<file path="src/hw/rtl/assert_macros.svh">
// Assertion helpers for the RTL modules; tpd_parser includes them.
`ifndef ASSERT_MACROS_SVH
`define ASSERT_MACROS_SVH

// The condition must hold at every clock edge outside reset.
`define ASSERT_ALWAYS(label, clk, rst_n, cond) \
    label: assert property (@(posedge clk) disable iff (!(rst_n)) (cond)) \
        else $error("assertion failed");

// The consequent must hold in the same cycle as the antecedent.
`define ASSERT_IMPL(label, clk, rst_n, ante, cons) \
    label: assert property (@(posedge clk) disable iff (!(rst_n)) (ante) |-> (cons)) \
        else $error("assertion failed");

// The consequent must hold in the cycle after the antecedent.
`define ASSERT_NEXT(label, clk, rst_n, ante, cons) \
    label: assert property (@(posedge clk) disable iff (!(rst_n)) (ante) |=> (cons)) \
        else $error("assertion failed");

`endif

</file>
<file path="src/hw/rtl/tpd_pkg.sv">
// ----------------------------------------------------------------------------
// tpd_pkg
// Types, constants and helpers shared by the packet deframer modules.
// ----------------------------------------------------------------------------
`default_nettype none

package tpd_pkg;

    localparam int MaxTypes  = 16;
    localparam int TypeIdxW  = 4;
    localparam int CountW    = 5;
    localparam int DataW     = 64;
    localparam int AddrW     = 6;
    localparam int RegIdxW   = 3;

    // Register indexes on the configuration port (byte address = 8 * index).
    typedef enum logic [RegIdxW-1:0] {
        REG_START_CODE      = 3'd0,
        REG_TYPE_CODES_LOW  = 3'd1,
        REG_TYPE_CODES_HIGH = 3'd2,
        REG_LENGTHS_LOW     = 3'd3,
        REG_LENGTHS_HIGH    = 3'd4,
        REG_TYPE_COUNT      = 3'd5
    } t_reg_idx;

    // Parse phase, one-hot.
    typedef enum logic [3:0] {
        PH_IDLE = 4'b0001,
        PH_TYPE = 4'b0010,
        PH_DATA = 4'b0100,
        PH_DONE = 4'b1000
    } t_phase;

    typedef struct packed {
        logic [7:0]        start_code;
        logic [DataW-1:0]  type_codes_low;
        logic [DataW-1:0]  type_codes_high;
        logic [DataW-1:0]  lengths_low;
        logic [DataW-1:0]  lengths_high;
        logic [CountW-1:0] type_count;
    } t_cfg;

    // Byte idx of a table split over two 64-bit registers.
    function automatic logic [7:0] byte_of(input logic [DataW-1:0] lo,
                                           input logic [DataW-1:0] hi,
                                           input logic [TypeIdxW-1:0] idx);
        logic [DataW-1:0] w;
        w = idx[3] ? hi : lo;
        return w[{idx[2:0], 3'b000} +: 8];
    endfunction

endpackage

`default_nettype wire

</file>
<file path="src/hw/rtl/tpd_cfg_regs.sv">
// ----------------------------------------------------------------------------
// tpd_cfg_regs
// APB-style configuration registers: start code, type code table, length
// table and the number of valid types.
// ----------------------------------------------------------------------------
`default_nettype none

module tpd_cfg_regs (
    input  wire logic                         i_clk,
    input  wire logic                         i_rst_n,
    input  wire logic                         psel,
    input  wire logic                         penable,
    input  wire logic                         pwrite,
    input  wire logic [tpd_pkg::AddrW-1:0]    paddr,
    input  wire logic [tpd_pkg::DataW-1:0]    pwdata,
    output logic      [tpd_pkg::DataW-1:0]    prdata,
    output logic                              pready,
    output tpd_pkg::t_cfg                     o_cfg
);

    tpd_pkg::t_cfg r_cfg;
    logic          w_wr;
    logic [tpd_pkg::RegIdxW-1:0] w_idx;

    assign pready = 1'b1;
    assign w_wr   = psel && penable && pwrite;
    assign w_idx  = paddr[tpd_pkg::AddrW-1:3];

    always_ff @(posedge i_clk) begin
        if (!i_rst_n) begin
            r_cfg <= '0;
        end else if (w_wr) begin
            case (w_idx)
                tpd_pkg::REG_START_CODE:      r_cfg.start_code      <= pwdata[7:0];
                tpd_pkg::REG_TYPE_CODES_LOW:  r_cfg.type_codes_low  <= pwdata;
                tpd_pkg::REG_TYPE_CODES_HIGH: r_cfg.type_codes_high <= pwdata;
                tpd_pkg::REG_LENGTHS_LOW:     r_cfg.lengths_low     <= pwdata;
                tpd_pkg::REG_LENGTHS_HIGH:    r_cfg.lengths_high    <= pwdata;
                tpd_pkg::REG_TYPE_COUNT:
                    r_cfg.type_count <= pwdata[tpd_pkg::CountW-1:0];
                default: ;
            endcase
        end
    end

    always_comb begin
        case (w_idx)
            tpd_pkg::REG_START_CODE:
                prdata = {{(tpd_pkg::DataW-8){1'b0}}, r_cfg.start_code};
            tpd_pkg::REG_TYPE_CODES_LOW:  prdata = r_cfg.type_codes_low;
            tpd_pkg::REG_TYPE_CODES_HIGH: prdata = r_cfg.type_codes_high;
            tpd_pkg::REG_LENGTHS_LOW:     prdata = r_cfg.lengths_low;
            tpd_pkg::REG_LENGTHS_HIGH:    prdata = r_cfg.lengths_high;
            tpd_pkg::REG_TYPE_COUNT:
                prdata = {{(tpd_pkg::DataW-tpd_pkg::CountW){1'b0}}, r_cfg.type_count};
            default: prdata = '0;
        endcase
    end

    assign o_cfg = r_cfg;

endmodule

`default_nettype wire

</file>
<file path="src/hw/rtl/tpd_parser.sv">
// ----------------------------------------------------------------------------
// tpd_parser
// Input register, packet parse state and result register. One received byte
// is parsed per cycle while the result register is free or being taken.
// ----------------------------------------------------------------------------
`default_nettype none
`include "assert_macros.svh"

module tpd_parser (
    input  wire logic          i_clk,
    input  wire logic          i_rst_n,
    input  wire tpd_pkg::t_cfg i_cfg,
    input  wire logic          i_rx_valid,
    output logic               o_rx_ready,
    input  wire logic [7:0]    i_rx_byte,
    output logic               o_out_valid,
    input  wire logic          i_out_ready,
    output logic [tpd_pkg::TypeIdxW-1:0] o_packet_type,
    output logic               o_carries_byte,
    output logic [7:0]         o_payload_byte,
    output logic               o_last
);

    // Input register.
    logic       r_in_valid;
    logic [7:0] r_in_byte;

    // Parse state.
    tpd_pkg::t_phase               r_phase, n_phase;
    logic [tpd_pkg::TypeIdxW-1:0]  r_cur_type, n_cur_type;
    logic [7:0]                    r_bytes_left, n_bytes_left;

    // Result register.
    logic                          r_out_valid;
    logic [tpd_pkg::TypeIdxW-1:0]  r_out_type;
    logic                          r_out_carries;
    logic [7:0]                    r_out_byte;
    logic                          r_out_last;

    logic                          w_adv;
    logic                          w_in_acc;
    logic                          w_res;
    logic [tpd_pkg::TypeIdxW-1:0]  w_res_type;
    logic                          w_res_carries;
    logic [7:0]                    w_res_byte;
    logic                          w_res_last;

    logic [tpd_pkg::CountW-1:0]    w_limit;
    logic [tpd_pkg::MaxTypes-1:0]  w_hit;
    logic                          w_found;
    logic [tpd_pkg::TypeIdxW-1:0]  w_hit_idx;
    logic [7:0]                    w_hit_len;

    // The parsed byte moves on whenever the result slot is free or draining.
    assign w_adv      = r_in_valid && (!r_out_valid || i_out_ready);
    assign o_rx_ready = !r_in_valid || w_adv;
    assign w_in_acc   = i_rx_valid && o_rx_ready;

    // Parallel type-code compare with lowest index winning.
    assign w_limit = (i_cfg.type_count > tpd_pkg::CountW'(tpd_pkg::MaxTypes))
                   ? tpd_pkg::CountW'(tpd_pkg::MaxTypes) : i_cfg.type_count;

    always_comb begin
        for (int k = 0; k < tpd_pkg::MaxTypes; k++) begin
            w_hit[k] = (tpd_pkg::byte_of(i_cfg.type_codes_low, i_cfg.type_codes_high,
                                         tpd_pkg::TypeIdxW'(k)) == r_in_byte)
                    && (tpd_pkg::CountW'(k) < w_limit);
        end
    end

    always_comb begin
        w_found   = 1'b0;
        w_hit_idx = '0;
        for (int k = tpd_pkg::MaxTypes - 1; k >= 0; k--) begin
            if (w_hit[k]) begin
                w_found   = 1'b1;
                w_hit_idx = tpd_pkg::TypeIdxW'(k);
            end
        end
    end

    assign w_hit_len = tpd_pkg::byte_of(i_cfg.lengths_low, i_cfg.lengths_high, w_hit_idx);

    always_comb begin
        n_phase       = r_phase;
        n_cur_type    = r_cur_type;
        n_bytes_left  = r_bytes_left;
        w_res         = 1'b0;
        w_res_type    = r_cur_type;
        w_res_carries = 1'b1;
        w_res_byte    = r_in_byte;
        w_res_last    = 1'b0;
        case (r_phase)
            tpd_pkg::PH_IDLE, tpd_pkg::PH_DONE: begin
                if (r_in_byte == i_cfg.start_code) begin
                    n_phase = tpd_pkg::PH_TYPE;
                end
            end
            tpd_pkg::PH_TYPE: begin
                if (!w_found) begin
                    n_phase      = tpd_pkg::PH_IDLE;
                    n_cur_type   = '0;
                    n_bytes_left = '0;
                end else begin
                    n_cur_type   = w_hit_idx;
                    n_bytes_left = w_hit_len;
                    if (w_hit_len == 8'd0) begin
                        // A zero-length type completes at once without data.
                        n_phase       = tpd_pkg::PH_DONE;
                        w_res         = 1'b1;
                        w_res_type    = w_hit_idx;
                        w_res_carries = 1'b0;
                        w_res_byte    = 8'd0;
                        w_res_last    = 1'b1;
                    end else begin
                        n_phase = tpd_pkg::PH_DATA;
                    end
                end
            end
            tpd_pkg::PH_DATA: begin
                w_res = 1'b1;
                if (r_bytes_left <= 8'd1) begin
                    n_bytes_left = '0;
                    n_phase      = tpd_pkg::PH_DONE;
                    w_res_last   = 1'b1;
                end else begin
                    n_bytes_left = r_bytes_left - 8'd1;
                end
            end
            default: begin
                n_phase = tpd_pkg::PH_IDLE;
            end
        endcase
    end

    always_ff @(posedge i_clk) begin
        if (!i_rst_n) begin
            r_in_valid   <= 1'b0;
            r_phase      <= tpd_pkg::PH_IDLE;
            r_cur_type   <= '0;
            r_bytes_left <= '0;
            r_out_valid  <= 1'b0;
        end else begin
            if (w_in_acc) begin
                r_in_valid <= 1'b1;
            end else if (w_adv) begin
                r_in_valid <= 1'b0;
            end
            if (w_adv) begin
                r_phase      <= n_phase;
                r_cur_type   <= n_cur_type;
                r_bytes_left <= n_bytes_left;
            end
            if (w_adv && w_res) begin
                r_out_valid <= 1'b1;
            end else if (i_out_ready) begin
                r_out_valid <= 1'b0;
            end
        end
    end

    always_ff @(posedge i_clk) begin
        if (w_in_acc) begin
            r_in_byte <= i_rx_byte;
        end
        if (w_adv && w_res) begin
            r_out_type    <= w_res_type;
            r_out_carries <= w_res_carries;
            r_out_byte    <= w_res_byte;
            r_out_last    <= w_res_last;
        end
    end

    assign o_out_valid    = r_out_valid;
    assign o_packet_type  = r_out_type;
    assign o_carries_byte = r_out_carries;
    assign o_payload_byte = r_out_byte;
    assign o_last         = r_out_last;

    `ASSERT_ALWAYS(a_phase_onehot, i_clk, i_rst_n, $onehot(r_phase))
    `ASSERT_IMPL(a_left_only_in_data, i_clk, i_rst_n, r_phase != tpd_pkg::PH_DATA, r_bytes_left == 8'd0)
    `ASSERT_NEXT(a_data_gives_result, i_clk, i_rst_n, w_adv && r_phase == tpd_pkg::PH_DATA, r_out_valid && r_out_carries)
    `ASSERT_NEXT(a_last_closes_packet, i_clk, i_rst_n, w_adv && w_res && w_res_last, r_phase == tpd_pkg::PH_DONE)

endmodule

`default_nettype wire

</file>
<file path="src/hw/rtl/typed_packet_deframer.sv">
// ----------------------------------------------------------------------------
// typed_packet_deframer
// Start-code / type / length packet deframer for a received byte stream.
// ----------------------------------------------------------------------------
// Usage:
//   Received bytes enter on the rx channel (i_rx_valid / o_rx_ready /
//   i_rx_byte), one transfer per byte. Each payload byte leaves on the out
//   channel (o_out_valid / i_out_ready) with its packet type and a last flag;
//   a zero-length type yields one result without data. Start and preamble
//   bytes produce no result, nor does a type byte of a non-zero length type.
//   The start code, type codes, lengths and type count are set over the APB
//   port (registers at byte addresses 0, 8, .. 40); the user must set them only
//   while the stream is idle, as the block itself does not enforce it.
//   A byte passes through the input register, then its result is written
//   to the result register, from which the out channel takes it.
//   Throughput: one byte per cycle while results are taken; the type lookup is
//   a parallel compare against the first type_count codes (at most sixteen) followed by a priority pick.
//   Reset (synchronous, active low) clears the configuration registers and the
//   valid and parse state, empties both stages and returns the parser to waiting for a start code.
//   When the receiver stalls, the result register holds, one byte waits in
//   the input register, and o_rx_ready drops until the result is taken.
// ----------------------------------------------------------------------------
`default_nettype none

module typed_packet_deframer (
    input  wire logic                      i_clk,
    input  wire logic                      i_rst_n,
    input  wire logic                      psel,
    input  wire logic                      penable,
    input  wire logic                      pwrite,
    input  wire logic [tpd_pkg::AddrW-1:0] paddr,
    input  wire logic [tpd_pkg::DataW-1:0] pwdata,
    output logic      [tpd_pkg::DataW-1:0] prdata,
    output logic                           pready,
    input  wire logic                      i_rx_valid,
    output logic                           o_rx_ready,
    input  wire logic [7:0]                i_rx_byte,
    output logic                           o_out_valid,
    input  wire logic                      i_out_ready,
    output logic [3:0]                     o_packet_type,
    output logic                           o_carries_byte,
    output logic [7:0]                     o_payload_byte,
    output logic                           o_last
);

    tpd_pkg::t_cfg w_cfg;

    tpd_cfg_regs u_cfg_regs (
        .i_clk   (i_clk),
        .i_rst_n (i_rst_n),
        .psel    (psel),
        .penable (penable),
        .pwrite  (pwrite),
        .paddr   (paddr),
        .pwdata  (pwdata),
        .prdata  (prdata),
        .pready  (pready),
        .o_cfg   (w_cfg)
    );

    tpd_parser u_parser (
        .i_clk          (i_clk),
        .i_rst_n        (i_rst_n),
        .i_cfg          (w_cfg),
        .i_rx_valid     (i_rx_valid),
        .o_rx_ready     (o_rx_ready),
        .i_rx_byte      (i_rx_byte),
        .o_out_valid    (o_out_valid),
        .i_out_ready    (i_out_ready),
        .o_packet_type  (o_packet_type),
        .o_carries_byte (o_carries_byte),
        .o_payload_byte (o_payload_byte),
        .o_last         (o_last)
    );

endmodule

`default_nettype wire
</file>
<file path="config.mk">
export PLATFORM = sky130hd
export DESIGN_NAME = typed_packet_deframer
export DESIGN_NICKNAME = d
export VERILOG_FILES = /design/src/hw/rtl/tpd_pkg.sv /design/src/hw/rtl/tpd_cfg_regs.sv /design/src/hw/rtl/tpd_parser.sv /design/src/hw/rtl/typed_packet_deframer.sv
export VERILOG_INCLUDE_DIRS = /design/src /design/src/hw/rtl
export SDC_FILE = /design/constraint.sdc
export NUM_CORES = 1
export LEC_CHECK = 0
export BUFFER_PORTS_ARGS = -buffer_cell sky130_fd_sc_hd__buf_2
export CORE_AREA = 4 4 194 196
export DETAILED_ROUTE_END_ITERATION = 16
export DIE_AREA = 0 0 198 200
export PLACE_DENSITY = 0.64
export SYNTH_ARGS = -nofsm -noshare
export SYNTH_HDL_FRONTEND = slang
export SYNTH_SLANG_ARGS = --single-unit
</file>
<file path="constraint.sdc">
create_clock -name i_clk -period 5.81 [get_ports i_clk]
set_input_delay 1.162 -clock i_clk [delete_from_list [all_inputs] [get_ports i_clk]]
set_output_delay 1.162 -clock i_clk [all_outputs]
set_load 0.005 [all_outputs]
</file>
==> metrics <==
ant diodes=0; worst setup margin=0.4281 ns; Post-CTS Hold Fix Bufs=0; antenna violations before repair=1; synthesized instance count=~2000; via count=between 15000 and 20000; crit end category=flop; Final Util=50.64%; Final nets=2178; Cell Area, Synth=0.01605 mm^2; Initial DRT Pass Iterations=9; final WL=56.77 mm; Final Hold Viols=0; Die Y-Extent=200 um; die area=between 0.03 and 0.04 mm^2; Peak VDD IR=195.0 uV; buffers added on ports=about 160; Tightest Pin Transition=about 1.2 ns; DRT iter0 DRCs=1583; first-pass GRT wire length=84.77 mm; Clock transition at path regs=0.06 ns; cell area after layout=0.01828 mm^2; RSZ-0062 raised after global routing=no; P_leak=6.621 nW; startpoint types=flop; I/O Pins=roughly 170; Post-DP Area=~0.017 mm^2; fin crit share=92.63%; Worst EP arrival=5.59 ns; detailed placement HPWL=35.96 mm; post-place setup slack=about 0.57 ns; final setup vio count=0; Max Clock Skew=0.02180 ns; hold endpoint=u_cfg_regs.o_cfg[51]; row cnt=70; CTS resizes=0; Post-synth EDFFs=22; data required time of the worst path=6.02 ns; core footprint=0.03608 mm^2; vias in the first global route=14150; minimum clock period=5.382 ns; PwrDens=260.9 mW/mm^2; final hold slack=0.4686 ns; CTS Buf Count=36; area grow syn2layout=13.88%; pins over their slew limit=0; hold depth=2; Fin Setup TNS=0 ns; Slew HR=between 20% and 30%; Hold Startpoint=u_cfg_regs.o_cfg[51]; layout cells sized above 1=13.60%; Cells after DPL=2521; worst r2r path cells=15; routed len/inst=roughly 22 um; register area share after synthesis=39.92%; syn_nets=2101; capturing point of the worst reg2reg path=u_parser.o_packet_type[2]; worst-skew pair later-pin latency=0.53 ns; HP Class=reg -> reg; Maximum Capacitance Violations=0; Reg-to-Reg Start=u_parser.r_in_byte[5]; Async SR Flop Fraction=0%; Antenna Nets Post-Route=0; Total Power=4.768 mW; H-tree depth=2; CTS tree=yes; Initial Util=44.47%; gr usage total=between 20% and 30%; GRT Residual Overflow=0; Remaining DRCs=0; Final GP Congestion=0.9467; Yosys warnings=0; clock sinks=309; FILL cells=3494; CP Max Fanout=23; Post-Syn Area per Cell=7.968 um^2; die span in x=~200 um; post-synthesis cell type count=65; Bufs on Longest Clock Path=3; reg-to-reg setup timing slack=0.43 ns; Post-CTS Setup Inserts=0; top_reg_cell synth=dfxtp_1; fmax=185.8 MHz; pin count of the biggest net entering global routing=between 150 and 200; outcome=finished clean; Root Buffer=clkbuf_16; final non-filler cell total=around 2600; #FFs+latches synth=309; WS Path Type=reg -> reg; Via density=5.877
cell families (layout without fill, tap and decap cells):
group / Yosys count / count (layout) / synth area share, %
xor+xnor: 138 / 138 / 7.532
other cells: 1 / 1 / 0.02337
flops: 309 / 309 / 39.92
mux: 146 / 146 / 9.216
simple gates: 793 / 793 / 20.74
buf+inv: 162 / 265 / 4.943
fa+ha+maj: 2 / 2 / 0.1559
compound gates: 463 / 463 / 17.47
worst max path at each step:
stage | startpoint | endpoint | slack, ns
after detailed placement | u_parser.r_in_byte[0] | u_parser.o_payload_byte[7] | 0.57
after global routing | u_parser.r_in_byte[5] | u_parser.o_packet_type[1] | 0.21
after global placement | u_parser.r_in_byte[5] | u_parser.o_packet_type[1] | 0.58
final | u_parser.r_in_byte[5] | u_parser.o_packet_type[2] | 0.43
after floorplan | u_parser.r_in_byte[3] | u_parser.o_carries_byte | 1.40
after CTS | u_parser.r_in_byte[0] | u_parser.o_packet_type[1] | 0.56
cell type report:
type / count / area (um^2) / area share (%)
well taps: 468 / 585.6 / 3.204
inverters: 7 / 33.78 / 0.1849
clock buffers: 52 / 1042 / 5.703
multi-input cells: 1543 / 8926 / 48.84
flip-flops and latches: 309 / 6406 / 35.05
repair buffers: 194 / 1166 / 6.381
clock inverters: 12 / 115.1 / 0.6299
routing by layer:
metal | global-route usage, % | vias up | routed length, um
met1 | 37.45 | 7259 | 24090
met3 | 5.253 | 120 | 4772
li1 | - | 7073 | -
met5 | 0 | - | 13
met2 | 43.27 | 737 | 25940
met4 | 9.615 | 2 | 1952
power breakdown:
part / switching [mW] / total (mW) / internal [mW]
Clock: 0.907 / 2.24 / 1.34
Sequential: 0.0331 / 2.20 / 2.16
Combinational: 0.222 / 0.332 / 0.110
state kept, by name, summed over array words and instances, names as in the netlist:
| name | flops |
|---|---|
| u_cfg_regs.o_cfg | 269 |
| u_parser.o_payload_byte | 8 |
| u_parser.r_bytes_left | 8 |
| u_parser.r_in_byte | 8 |
| u_parser.o_packet_type | 4 |
| u_parser.r_cur_type | 4 |
| u_parser.r_phase | 4 |
| u_parser.o_carries_byte | 1 |
| u_parser.o_last | 1 |
| u_parser.o_out_valid | 1 |
| u_parser.r_in_valid | 1 |
layout by cell type, fill, tap and decap left out, types with 13 or more instances in the layout:
cell type  count
xnor2_1       66
dfxtp_1      287
buf_2        161
nor2_1        60
a21oi_1      276
o21ai_0       15
nand4_1       20
a22oi_1      124
buf_4         24
nor4_1        23
nand2_1      594
and2_1        13
clkbuf_16     37
xor2_1        72
nor3_1        19
mux2i_1      132
edfxtp_1      22
synth_stat cells (21+ instances only):
| library cell | number | area, um^2 |
|---|---|---|
| nand2_1 | 598 | 2245 |
| dfxtp_1 | 287 | 5746 |
| a21oi_1 | 276 | 1381 |
| mux2i_1 | 132 | 1321 |
| a22oi_1 | 124 | 930.9 |
| clkbuf_1 | 106 | 397.9 |
| xor2_1 | 72 | 630.6 |
| xnor2_1 | 66 | 578.1 |
| nor2_1 | 62 | 232.7 |
| nor4_1 | 23 | 143.9 |
| edfxtp_1 | 22 | 660.6 |
| nor3_1 | 21 | 105.1 |
worst max-delay path: stages, from the launching register on:
cell       delay (ns)
edfxtp_1         0.82
buf_4            0.27
xnor2_1          0.15
nand4_1          0.18
a211oi_1         0.47
nor4_1           0.19
a2111oi_4        0.53
buf_12           0.29
mux2i_1          0.43
mux2i_1          0.25
nor3_1           0.18
a21oi_1          0.07
a211oi_2         0.41
nand3_2          0.34
a21oi_1          0.24
buf_4            0.23
Power figures use the tool's default switching activity.
